===== config.mk =====
export PLATFORM = sky130hd
export DESIGN_NAME = handle_bump_allocator
export DESIGN_NICKNAME = d
export VERILOG_FILES = /design/src/hdl/hba_pkg.sv /design/src/hdl/hba_alu.sv /design/src/hdl/hba_table.sv /design/src/hdl/handle_bump_allocator.sv
export SDC_FILE = /design/constraint.sdc
export NUM_CORES = 2
export LEC_CHECK = 0
export BUFFER_PORTS_ARGS = -buffer_cell sky130_fd_sc_hd__buf_4
export CORE_MARGIN = 5
export CORE_UTILIZATION = 50
export DETAILED_ROUTE_END_ITERATION = 10
export PLACE_DENSITY = 0.77
export SYNTH_ARGS = -nofsm -noshare
export SYNTH_HDL_FRONTEND = slang
export SYNTH_HIERARCHICAL = 1
export SYNTH_MEMORY_MAX_BITS = 65536
export SYNTH_SLANG_ARGS = --single-unit
export TNS_END_PERCENT = 1

===== constraint.sdc =====
create_clock -name clk -period 12.1 [get_ports clk]
set_input_delay 1.21 -clock clk [delete_from_list [all_inputs] [get_ports clk]]
set_output_delay 1.21 -clock clk [all_outputs]
set_load 0.1 [all_outputs]

===== src/hdl/hba_pkg.sv =====
`timescale 1ns / 1ps
// ----------------------------------------------------------------------------
// hba_pkg
// Shared types and codes for the handle bump allocator.
// ----------------------------------------------------------------------------
package hba_pkg;

    localparam logic [1:0] OP_ALLOC   = 2'd0;
    localparam logic [1:0] OP_DEALLOC = 2'd1;
    localparam logic [1:0] OP_FIND    = 2'd2;
    localparam logic [1:0] OP_SIZE    = 2'd3;

    localparam logic [1:0] STATUS_OK         = 2'd0;
    localparam logic [1:0] STATUS_UNKNOWN    = 2'd1;
    localparam logic [1:0] STATUS_TABLE_FULL = 2'd2;
    localparam logic [1:0] STATUS_HEAP_FULL  = 2'd3;

    localparam logic CFG_HEAP_BASE  = 1'b0;
    localparam logic CFG_HEAP_LIMIT = 1'b1;

    localparam int ALU_W = 35;

    typedef struct packed {
        logic range_we;
        logic valid_we;
        logic valid_bit;
        logic rd_en;
    } tbl_ctl_t;

    typedef struct packed {
        logic        valid;
        logic [31:0] start;
        logic [31:0] stop;
    } entry_t;

endpackage


===== src/hdl/hba_alu.sv =====
`timescale 1ns / 1ps
// ----------------------------------------------------------------------------
// hba_alu
// Shared add/subtract unit; sign of the result serves as the compare flag.
// ----------------------------------------------------------------------------
module hba_alu (
    input  logic [hba_pkg::ALU_W-1:0] a,
    input  logic [hba_pkg::ALU_W-1:0] b,
    input  logic                      sub,
    output logic [hba_pkg::ALU_W-1:0] sum
);

    logic [hba_pkg::ALU_W-1:0] b_op;

    assign b_op = sub ? ~b : b;
    assign sum  = a + b_op + hba_pkg::ALU_W'(sub);

endmodule


===== src/hdl/hba_table.sv =====
`timescale 1ns / 1ps
// ----------------------------------------------------------------------------
// hba_table
// Handle table storage: valid marks and block ranges, registered read.
// ----------------------------------------------------------------------------
module hba_table #(
    parameter int DEPTH = 64,
    parameter int IDX_W = 6
) (
    input  logic               clk,
    input  hba_pkg::tbl_ctl_t  ctl,
    input  logic [IDX_W-1:0]   wr_addr,
    input  logic [31:0]        wr_start,
    input  logic [31:0]        wr_stop,
    input  logic [IDX_W-1:0]   rd_addr,
    output hba_pkg::entry_t    rd_data
);

    logic        valid_mem [DEPTH];
    logic [31:0] start_mem [DEPTH];
    logic [31:0] stop_mem  [DEPTH];

    always_ff @(posedge clk)
    begin
        if (ctl.valid_we)
        begin
            valid_mem[wr_addr] <= ctl.valid_bit;
        end
        if (ctl.range_we)
        begin
            start_mem[wr_addr] <= wr_start;
            stop_mem[wr_addr]  <= wr_stop;
        end
        if (ctl.rd_en)
        begin
            rd_data.valid <= valid_mem[rd_addr];
            rd_data.start <= start_mem[rd_addr];
            rd_data.stop  <= stop_mem[rd_addr];
        end
    end

endmodule


===== src/hdl/handle_bump_allocator.sv =====
`timescale 1ns / 1ps
// ----------------------------------------------------------------------------
// handle_bump_allocator
// Bump allocator with a handle table, run by a small sequencer around one
// shared 35-bit add/subtract unit.
// ----------------------------------------------------------------------------
// A request is taken when start is high and busy is low; busy then stays high
// until the result is produced. The result appears for one cycle with done
// high and must be captured then, as there is no way to hold it. Allocate
// steps through base, top, limit check, handle write and bump (ending at base
// on a full table, at the limit check on a full heap); deallocate and size
// query step through difference, decode check and table use (ending at the
// decode check when the handle does not decode). A containment lookup walks the
// table one entry at a time through the shared unit and the table read port,
// then closes a miss or forms the handle on a hit. The table needs no clearing
// after reset; entries beyond the issued count are never read. Configuration
// writes are always ready and must only be made while busy is low.
// ----------------------------------------------------------------------------
module handle_bump_allocator #(
    parameter int MAX_HANDLES = 64
) (
    input  logic        clk,
    input  logic        rst_n,
    input  logic        start,
    output logic        busy,
    input  logic [1:0]  op,
    input  logic [31:0] req_size,
    input  logic [31:0] req_handle,
    input  logic [31:0] query_address,
    output logic        done,
    output logic [31:0] handle_result,
    output logic [31:0] size_result,
    output logic [1:0]  status,
    output logic        mem_write_valid,
    output logic [31:0] mem_write_addr,
    output logic [31:0] mem_write_data,
    input  logic        cfg_valid,
    output logic        cfg_ready,
    input  logic        cfg_index,
    input  logic [31:0] cfg_data
);

    localparam int IDX_W = (MAX_HANDLES > 1) ? $clog2(MAX_HANDLES) : 1;
    localparam int CNT_W = $clog2(MAX_HANDLES + 1);
    localparam int AW    = hba_pkg::ALU_W;

    localparam logic [3:0] ST_IDLE   = 4'd0;
    localparam logic [3:0] ST_A_BASE = 4'd1;
    localparam logic [3:0] ST_A_TOP  = 4'd2;
    localparam logic [3:0] ST_A_LIM  = 4'd3;
    localparam logic [3:0] ST_A_HDL  = 4'd4;
    localparam logic [3:0] ST_A_BUMP = 4'd5;
    localparam logic [3:0] ST_D_DIFF = 4'd6;
    localparam logic [3:0] ST_D_CHK  = 4'd7;
    localparam logic [3:0] ST_D_USE  = 4'd8;
    localparam logic [3:0] ST_F_RD   = 4'd9;
    localparam logic [3:0] ST_F_GE   = 4'd10;
    localparam logic [3:0] ST_F_LT   = 4'd11;
    localparam logic [3:0] ST_F_HDL  = 4'd12;

    logic [3:0]       state_reg, state_next;
    logic [31:0]      base_reg, limit_reg;
    logic [31:0]      bump_reg, bump_next;
    logic [CNT_W-1:0] issued_reg, issued_next;
    logic [CNT_W-1:0] idx_reg, idx_next;
    logic             ge_reg, ge_next;
    logic [1:0]       op_reg;
    logic [31:0]      size_reg, handle_reg, query_reg;
    logic [AW-1:0]    acc_reg, acc_next;
    logic [AW-1:0]    top_reg, top_next;
    logic [31:0]      hdl_reg, hdl_next;

    logic             done_reg;
    logic [31:0]      hres_reg, sres_reg, waddr_reg, wdata_reg;
    logic [1:0]       status_reg;
    logic             wvalid_reg;

    logic             fin;
    logic [31:0]      fin_handle, fin_size, fin_waddr, fin_wdata;
    logic [1:0]       fin_status;
    logic             fin_wvalid;

    logic [AW-1:0]    alu_a, alu_b, alu_sum;
    logic             alu_sub;

    hba_pkg::tbl_ctl_t tbl_ctl;
    hba_pkg::entry_t   rd_data;
    logic [IDX_W-1:0]  tbl_wr_addr, tbl_rd_addr;

    logic             accept;
    logic             decode_ok;

    assign accept    = start && (state_reg == ST_IDLE);
    assign busy      = (state_reg != ST_IDLE);
    assign cfg_ready = 1'b1;
    assign decode_ok = (acc_reg[1:0] == 2'b00) && (30'(issued_reg) > acc_reg[31:2]);

    hba_alu u_alu (
        .a   (alu_a),
        .b   (alu_b),
        .sub (alu_sub),
        .sum (alu_sum)
    );

    hba_table #(
        .DEPTH (MAX_HANDLES),
        .IDX_W (IDX_W)
    ) u_table (
        .clk      (clk),
        .ctl      (tbl_ctl),
        .wr_addr  (tbl_wr_addr),
        .wr_start (acc_reg[31:0]),
        .wr_stop  (top_reg[31:0]),
        .rd_addr  (tbl_rd_addr),
        .rd_data  (rd_data)
    );

    always_comb
    begin
        state_next  = state_reg;
        bump_next   = bump_reg;
        issued_next = issued_reg;
        idx_next    = idx_reg;
        ge_next     = ge_reg;
        acc_next    = acc_reg;
        top_next    = top_reg;
        hdl_next    = hdl_reg;
        alu_a       = '0;
        alu_b       = '0;
        alu_sub     = 1'b0;
        tbl_ctl     = '0;
        tbl_wr_addr = idx_reg[IDX_W-1:0];
        tbl_rd_addr = idx_reg[IDX_W-1:0];
        fin         = 1'b0;
        fin_handle  = '0;
        fin_size    = '0;
        fin_status  = hba_pkg::STATUS_OK;
        fin_wvalid  = 1'b0;
        fin_waddr   = '0;
        fin_wdata   = '0;

        unique case (state_reg)
            ST_IDLE:
            begin
                if (start)
                begin
                    idx_next = '0;
                    unique case (op)
                        hba_pkg::OP_ALLOC:   state_next = ST_A_BASE;
                        hba_pkg::OP_DEALLOC: state_next = ST_D_DIFF;
                        hba_pkg::OP_FIND:    state_next = ST_F_RD;
                        hba_pkg::OP_SIZE:    state_next = ST_D_DIFF;
                        default:             state_next = ST_IDLE;
                    endcase
                end
            end
            ST_A_BASE:
            begin
                alu_a    = AW'(base_reg);
                alu_b    = AW'(bump_reg);
                acc_next = alu_sum;
                if (issued_reg == CNT_W'(MAX_HANDLES))
                begin
                    fin        = 1'b1;
                    fin_status = hba_pkg::STATUS_TABLE_FULL;
                    state_next = ST_IDLE;
                end
                else
                begin
                    state_next = ST_A_TOP;
                end
            end
            ST_A_TOP:
            begin
                alu_a      = acc_reg;
                alu_b      = AW'(size_reg);
                top_next   = alu_sum;
                state_next = ST_A_LIM;
            end
            ST_A_LIM:
            begin
                alu_a   = AW'(limit_reg);
                alu_b   = top_reg;
                alu_sub = 1'b1;
                if (alu_sum[AW-1])
                begin
                    fin        = 1'b1;
                    fin_status = hba_pkg::STATUS_HEAP_FULL;
                    state_next = ST_IDLE;
                end
                else
                begin
                    state_next = ST_A_HDL;
                end
            end
            ST_A_HDL:
            begin
                alu_a              = AW'(base_reg);
                alu_b              = AW'({issued_reg, 2'b00});
                hdl_next           = alu_sum[31:0];
                tbl_wr_addr        = issued_reg[IDX_W-1:0];
                tbl_ctl.range_we   = 1'b1;
                tbl_ctl.valid_we   = 1'b1;
                tbl_ctl.valid_bit  = 1'b1;
                state_next         = ST_A_BUMP;
            end
            ST_A_BUMP:
            begin
                alu_a       = AW'(bump_reg);
                alu_b       = AW'(size_reg);
                bump_next   = alu_sum[31:0];
                issued_next = issued_reg + CNT_W'(1);
                fin         = 1'b1;
                fin_handle  = hdl_reg;
                fin_wvalid  = 1'b1;
                fin_waddr   = hdl_reg;
                fin_wdata   = acc_reg[31:0];
                state_next  = ST_IDLE;
            end
            ST_D_DIFF:
            begin
                alu_a      = AW'(handle_reg);
                alu_b      = AW'(base_reg);
                alu_sub    = 1'b1;
                acc_next   = alu_sum;
                state_next = ST_D_CHK;
            end
            ST_D_CHK:
            begin
                tbl_rd_addr = acc_reg[IDX_W+1:2];
                idx_next    = CNT_W'(acc_reg[IDX_W+1:2]);
                if (decode_ok)
                begin
                    tbl_ctl.rd_en = 1'b1;
                    state_next    = ST_D_USE;
                end
                else
                begin
                    fin        = 1'b1;
                    fin_status = hba_pkg::STATUS_UNKNOWN;
                    state_next = ST_IDLE;
                end
            end
            ST_D_USE:
            begin
                alu_a      = AW'(rd_data.stop);
                alu_b      = AW'(rd_data.start);
                alu_sub    = 1'b1;
                fin        = 1'b1;
                state_next = ST_IDLE;
                if (!rd_data.valid)
                begin
                    fin_status = hba_pkg::STATUS_UNKNOWN;
                end
                else if (op_reg == hba_pkg::OP_DEALLOC)
                begin
                    tbl_ctl.valid_we  = 1'b1;
                    tbl_ctl.valid_bit = 1'b0;
                end
                else
                begin
                    fin_size = alu_sum[31:0];
                end
            end
            ST_F_RD:
            begin
                if (idx_reg == issued_reg)
                begin
                    fin        = 1'b1;
                    fin_status = hba_pkg::STATUS_UNKNOWN;
                    state_next = ST_IDLE;
                end
                else
                begin
                    tbl_ctl.rd_en = 1'b1;
                    state_next    = ST_F_GE;
                end
            end
            ST_F_GE:
            begin
                alu_a      = AW'(query_reg);
                alu_b      = AW'(rd_data.start);
                alu_sub    = 1'b1;
                ge_next    = !alu_sum[AW-1];
                state_next = ST_F_LT;
            end
            ST_F_LT:
            begin
                alu_a   = AW'(query_reg);
                alu_b   = AW'(rd_data.stop);
                alu_sub = 1'b1;
                if (rd_data.valid && ge_reg && alu_sum[AW-1])
                begin
                    state_next = ST_F_HDL;
                end
                else
                begin
                    idx_next   = idx_reg + CNT_W'(1);
                    state_next = ST_F_RD;
                end
            end
            ST_F_HDL:
            begin
                alu_a      = AW'(base_reg);
                alu_b      = AW'({idx_reg, 2'b00});
                fin        = 1'b1;
                fin_handle = alu_sum[31:0];
                state_next = ST_IDLE;
            end
            default:
            begin
                state_next = ST_IDLE;
            end
        endcase
    end

    always_ff @(posedge clk or negedge rst_n)
    begin
        if (!rst_n)
        begin
            state_reg  <= ST_IDLE;
            base_reg   <= '0;
            limit_reg  <= '1;
            bump_reg   <= '0;
            issued_reg <= '0;
            done_reg   <= 1'b0;
        end
        else
        begin
            state_reg  <= state_next;
            bump_reg   <= bump_next;
            issued_reg <= issued_next;
            done_reg   <= fin;
            if (cfg_valid)
            begin
                unique case (cfg_index)
                    hba_pkg::CFG_HEAP_BASE:  base_reg  <= cfg_data;
                    hba_pkg::CFG_HEAP_LIMIT: limit_reg <= cfg_data;
                    default:                 base_reg  <= base_reg;
                endcase
            end
        end
    end

    always_ff @(posedge clk)
    begin
        idx_reg <= idx_next;
        ge_reg  <= ge_next;
        acc_reg <= acc_next;
        top_reg <= top_next;
        hdl_reg <= hdl_next;
        if (accept)
        begin
            op_reg     <= op;
            size_reg   <= req_size;
            handle_reg <= req_handle;
            query_reg  <= query_address;
        end
        if (fin)
        begin
            hres_reg   <= fin_handle;
            sres_reg   <= fin_size;
            status_reg <= fin_status;
            wvalid_reg <= fin_wvalid;
            waddr_reg  <= fin_waddr;
            wdata_reg  <= fin_wdata;
        end
    end

    assign done            = done_reg;
    assign handle_result   = hres_reg;
    assign size_result     = sres_reg;
    assign status          = status_reg;
    assign mem_write_valid = wvalid_reg;
    assign mem_write_addr  = waddr_reg;
    assign mem_write_data  = wdata_reg;

endmodule


Yosys cells after proc, flatten, opt, wreduce, memory -nomap -nowiden
Memories as Yosys holds them, arrays and structs flattened. A register that Yosys moved wholly into a read port is not among the register bits.
Cells that the tools add are included.
{ "word_totals": {"memories": 3, "ff_bits": 447, "ramBits": 4160, "out_inout_bits": 134} }
{ "mem_list": {"columns": ["memory", "words", "width", "read_ports", "rd_clocked_by_memory_dff", "wr", "line_no", "rtl"], "rows": [
  ["u_table.start_mem", 64, 32, 1, 1, 1, "hba_table.sv:20", "logic [31:0] start_mem [DEPTH];"],
  ["u_table.stop_mem", 64, 32, 1, 1, 1, "hba_table.sv:21", "logic [31:0] stop_mem [DEPTH];"],
  ["u_table.valid_mem", 64, 1, 1, 1, 1, "hba_table.sv:19", "logic valid_mem [DEPTH];"]
]} }
{ "op_classes": {"n_mux": 41, "bitwise_logic": 4, "magnitude_cmp": 1, "n_addsub": 4, "eq_ne": 20, "n_reduce_logical": 22} }
{ "ops": {"columns": ["op", "n"], "rows": [
  ["35-bit case mux with 8 select lines", 1],
  ["35-bit case mux with 7 select lines", 1],
  ["32-bit case mux with 2 select lines", 1],
  ["4-bit case mux with 10 select lines", 1],
  ["35-bit by 1-bit adder with 35-bit output", 1],
  ["35-bit adder", 1],
  ["35-bit two-way mux", 1],
  ["35-bit inverter", 1],
  ["7-bit by 30-bit greater-than comparator with 1-bit output", 1],
  ["7-bit case mux with 3 select lines", 1],
  ["4-bit equality test, second input constant", 5],
  ["4-bit by 3-bit equality test with 1-bit output, second input constant", 4],
  ["1-bit two-way mux", 16],
  ["7-bit by 1-bit adder with 7-bit output, second input constant", 2],
  ["7-bit two-way mux", 2],
  ["4-bit two-way mux", 3],
  ["6-bit two-way mux", 2],
  ["4-bit case mux with 3 select lines", 1],
  ["2-bit two-way mux", 5],
  ["2-bit case mux with 5 select lines", 1],
  ["2-bit OR reduction", 5],
  ["3-bit OR reduction", 3],
  ["4-bit by 2-bit equality test with 1-bit output, second input constant", 2],
  ["7-bit equality test", 1],
  ["19 further kinds", 30]
]} }

Depth between registers and ports, before layout
{ "depth": {"ltp_word": 10, "mapped_depth": 24} }

By module
The synthesis kept the hierarchy.
{ "modules_own_cells": {"columns": ["module", "seq_area_each_um2", "cells_per_inst", "area_each_um2", "instances"], "rows": [
  ["hba_table", 126871.7, 6685, 159456.7, 1],
  ["handle_bump_allocator", 12922.4, 1196, 18258.8, 1],
  ["hba_alu", 0.0, 334, 2364.8, 1]
]} }

Worst setup path before layout
No wires, ideal clock.
{ "synth_path": {"path_kind": "reg-to-reg", "startpoint": "register state_reg[3]", "endpoint": "register hres_reg[0], in the netlist handle_result[0] (enable)", "t_arrival_ps": 7506, "setup_time_ps": 1475, "required_time_ps": 10625, "setup_slack_ps": 3118, "path_stages_with_launch": 18, "path_cell_list": "dfrtp_1 buf_4 nand2b_4 nor3_2 buf_2 a22oi_1 nand4_1 xor2_1 ha_1 a21o_1 o21bai_1 a211oi_1 nor2_1 a41o_1 o21ai_0 a211oi_1 a221oi_1 o211ai_1"} }
{ "synth_between": {"elab_chain_cells": 9} }
{ "synth_lines": {"columns": ["item", "line_no", "rtl"], "rows": [
  ["start, declared", "handle_bump_allocator.sv:61", "logic [3:0] state_reg, state_next;"],
  ["start signal, assigned", "handle_bump_allocator.sv:330", "state_reg <= state_next;"],
  ["4-bit equality test (tied with other cells)", "handle_bump_allocator.sv:142", "unique case (state_reg)"],
  ["2-bit OR reduction (no line)", null, null],
  ["35-bit case mux with 8 select lines *", "handle_bump_allocator.sv:142", null],
  ["named net alu_b[4]", "handle_bump_allocator.sv:83", "logic [AW-1:0] alu_a, alu_b, alu_sum;"],
  ["35-bit inverter", "hba_alu.sv:15", "assign b_op = sub ? ~b : b;"],
  ["35-bit two-way mux *", "hba_alu.sv:15", null],
  ["35-bit adder *", "hba_alu.sv:16", "assign sum = a + b_op + hba_pkg::ALU_W'(sub);"],
  ["35-bit by 1-bit adder with 35-bit output *", "hba_alu.sv:16", null],
  ["named net alu_sum[34]", "handle_bump_allocator.sv:83", null],
  ["1-bit two-way mux *", "handle_bump_allocator.sv:185", "if (alu_sum[AW-1])"],
  ["1-bit case mux with 5 select lines *", "handle_bump_allocator.sv:142", null],
  ["named net fin", "handle_bump_allocator.sv:78", "logic fin;"],
  ["end signal, assigned", "handle_bump_allocator.sv:361", "hres_reg <= fin_handle;"],
  ["end, declared", "handle_bump_allocator.sv:74", "logic [31:0] hres_reg, sres_reg, waddr_reg, wdata_reg;"]
]} }
Mark *: on every way through the listed nets, which the timed path passes. The rest lies on a longest branch.
A chain may end at the register's enable or synchronous reset.

Final worst setup path
{ "layout_path": {"startpoint": "register state_reg[0]", "endpoint": "register hres_reg[20], in the netlist handle_result[20] (enable)"} }
Same word-level chain as after synthesis.

==> run_results.csv <==
group,metric,value,unit
run_status,failed_checks,"DRC, slew limit",
detailed_routing,drt_iter0_drc,19470,
critical_path,critPathRequiredTime,12.69,ns
timing,finalWorstPathRequiredPeriod,7.728,ns
yosys,synth_nets,8394,
layout,largest_registers,"u_table/start_mem (2048), u_table/stop_mem (2048), u_table/rd_data (65)",
worst_hold_path,hp-class,"in2async",
floorplan,start_util,50.17,%
yosys,ys_ff_latch,4672,
global_route,grt_max_degree,133,
critical_path,path_cells,"nand2b_1 -> nor2_4 -> buf_4 -> or2_2 -> a222oi_1 -> nand2_1 -> mux2_4 -> fa_1 -> a21oi_1 -> o21bai_1 -> a211oi_1 -> nor2_1 -> a41oi_1 -> a21oi_1 -> a211oi_1 -> buf_4 -> a221oi_1 -> o211ai_1 -> buf_12",
cts,postCtsHoldBufs,0,
timing,hold_violations,0,
cts,cts_resized,0,
timing,relSlewSlack,-6.947,%
pwr,p_total,0.05131,W
pwr,peakVddDrop,0.2392,mV
global_route,track_usage,29.85,%
critical_path,crit_type,"reg2reg",
detailed_routing,wire_per_inst,40.65,um
floorplan,core,358900,sq um
yosys,synthFlopType,"edfxtp_1",
timing,maxSlewViolCount,2,
cts,htree_num_levels,5,
timing,finalCritPeriodShare,63.87,%
cts,clock_tree.root_cell,"clkbuf_16",
floorplan,io_pins,269,
pwr,p_leak,64.42,nW
layout,fin_nets,8914,
pwr,p_per_area,252.8,nW/um^2
critical_path,reg2reg_depth,19,
cts,cts_tree,"built",
global_route,first_global_vias,97790,
layout,fillers,24880,
place,gp_congestion,0.8823,
timing,timing.fmax,129.4,MHz
timing,fin_tns_setup,0,ns
cts,numClockSinks,4672,
cts,cts_setup_buffers,0,
timing,setup_violations,0,
layout,drive_gt1_share,27.36,%
yosys,syn_inst,8215,
floorplan,die_x,610.1,um
critical_path,critPathMaxStageDelay,0.87,ns
floorplan,rows,220,
run_status,status,"complete, but fails checks",
detailed_routing,drt_wl_total,565300,um
critical_path,rr_startpoint,"state_reg[0]",
timing,clock_skew,0.08811,ns
yosys,syn-cell-area,180100,sq um
critical_path,arrival,8.31,ns
cts,cts_max_path_buffers,4,
critical_path,slowest_stage,"or2_2",
critical_path,crit_start,"state_reg[0]",
detailed_routing,ant_nets,0,
critical_path,reg2reg_slack,4.37,ns
run,cap_violations,0,
cts,cts_buffers,436,
detailed_routing,route.detailed.drc,3,
critical_path,cp-start-kind,"register",
yosys,ys_seq_area_share,77.63,%
place,dp_hpwl,295800,um
floorplan,die_h,610.1,um
layout,synthToLayoutAreaGrowth,12.71,%
critical_path,rr_endpoint,"handle_result[20]",
yosys,async_flop_share,2.312,%
floorplan,die-area,372300,sq um
critical_path,crit_end,"handle_result[20]",
cts,clkLatencyLatePin,1.02,ns
detailed_routing,dr.pass1.iters,11,
yosys,avgSynthCellArea,21.92,sq um
global_route,grt_overflow_total,0,
yosys,synth-edff-count,4564,
detailed_routing,via_count,99420,
critical_path,worstSetupEndpointType,"register",
yosys,synthDistinctLibCells,76,
critical_path,crit_fanout,132,
timing,tightest_slew,1.604,ns
timing,rsz0062_at_grt,"false",
place,port-buffer-count,267,
cts,path_clk_slew,0.07,ns
global_route,antenna_found_initial,59,
global_route,grt_pass1_wl,776900,um
yosys,yosys_warnings,6,
detailed_routing,via_per_inst,7.149,
## synth_stat cells, types with 7 or more instances
cell / count / area (sq um)
a211oi_1: 69 / 518.0
a21o_1: 44 / 330.3
a21oi_1: 55 / 275.3
a222oi_1: 121 / 1211
a22oi_1: 271 / 2034
a31oi_1: 7 / 43.79
and2_1: 101 / 631.9
and3_1: 11 / 68.82
buf_1: 47 / 176.4
buf_2: 143 / 715.7
buf_4: 70 / 525.5
buf_6: 33 / 371.6
clkbuf_1: 194 / 728.2
dfrtp_1: 76 / 1902
dfstp_2: 32 / 840.8
edfxtp_1: 4564 / 137100
ha_1: 43 / 538.0
inv_1: 24 / 90.09
mux2_2: 102 / 1149
mux2i_1: 127 / 1271
mux4_2: 1040 / 23420
nand2_1: 126 / 473.0
nand2b_1: 11 / 68.82
nand3_1: 182 / 910.9
nand3b_1: 20 / 150.1
nand4_1: 13 / 81.33
nor2_1: 206 / 773.2
nor2b_1: 20 / 125.1
nor3_1: 15 / 75.07
o211a_1: 65 / 650.6
o21a_1: 7 / 52.55
o21ai_0: 34 / 170.2
o21bai_1: 11 / 82.58
o221ai_1: 35 / 306.5
o22ai_1: 130 / 813.3
xnor2_1: 36 / 315.3
xor2_1: 46 / 402.9
## where the power goes
part,total (W),leakage (nW),switching [W],internal (W)
registers,0.0217,42.4,0.000443,0.0213
logic,0.0158,15.1,0.0113,0.00450
clock network,0.0138,6.91,0.00602,0.00776
## metal layers
metal	GRT usage, %	vias up	routed length, um
met1	38.37	50950	178600
li1	-	36010	-
met2	45.18	10270	255600
met3	9.886	2149	90230
met5	0.3487	-	382
met4	16.63	40	40490
## worst min path at each step
| stage | slack [ns] | startpoint | cells after the start | endpoint |
|---|---|---|---|---|
| floorplan | 0.50 | base_reg[30] | 1 | base_reg[30] |
| global placement | 0.51 | bump_reg[9] | 1 | bump_reg[9] |
| detailed placement | 0.52 | bump_reg[22] | 1 | bump_reg[22] |
| CTS | 0.16 | rst_n | 1 | bump_reg[12] |
| global route | 0.21 | rst_n | 1 | done |
| finish | 0.17 | rst_n | 1 | done |
## cell usage in the layout (no fill, tap or decap), drive strengths merged, types with 32 or more instances in the layout
cell type	n
dfrtp	76
a211oi	69
xnor2	36
mux2	103
o221ai	35
dfstp	32
nor2	208
o211a	65
a21o	44
inv	38
xor2	46
edfxtp	4564
mux2i	127
buf	571
a222oi	121
clkbuf	532
o21ai	36
o22ai	130
bufinv	47
mux4	1040
and2	104
diode	36
ha	43
a22oi	271
nand3	182
clkinv	189
nand2	126
a21oi	55
## cell families (layout without fill, tap and decap cells)
group | after synthesis | after routing | synth area share, %
XOR/XNOR | 82 | 82 | 0.3988
flip-flops | 4672 | 4672 | 77.63
other | 1 | 37 | 0.002082
buffers and inverters | 513 | 1396 | 1.454
multiplexers | 1270 | 1270 | 14.36
AO/OA/AOI/OAI | 891 | 891 | 3.816
AND/OR/NAND/NOR | 742 | 742 | 2.032
adder cells (fa/ha/maj) | 44 | 44 | 0.3099
## through the flow
step	setup WS, ns	util [%]	hold WS (ns)	instances	area (sq um)
after floorplan	3.118	-	0.5021	8215	180100
after global placement	4.737	52.56	0.5143	13070	188700
after detailed placement	4.718	52.56	0.5246	13070	188700
after CTS	4.678	56.51	0.1614	13870	202900
after global routing	4.115	56.53	0.2051	13880	202900
final	4.372	56.54	0.1712	13910	203000
## critical path, delay by kind of cell (launching register included)
kind            cells  cell delay, ns
flops               1            0.85
simple gates        5            1.88
compound gates      9            2.14
mux                 1            0.34
fa+ha+maj           1            0.45
buf+inv             3            1.28
## area by class of cell
cell class | instances | area, sq um | share of cell area, %
flip-flops and latches | 4672 | 139800 | 68.88
multi-input cells | 3030 | 38350 | 18.90
clock buffers | 532 | 11500 | 5.666
well taps | 4773 | 5972 | 2.942
repair buffers | 571 | 4478 | 2.206
clock inverters | 269 | 2685 | 1.323
inverters | 24 | 90.09 | 0.04439
diodes | 36 | 90.09 | 0.04439
No activity file was read; power rests on OpenSTA's default activity.
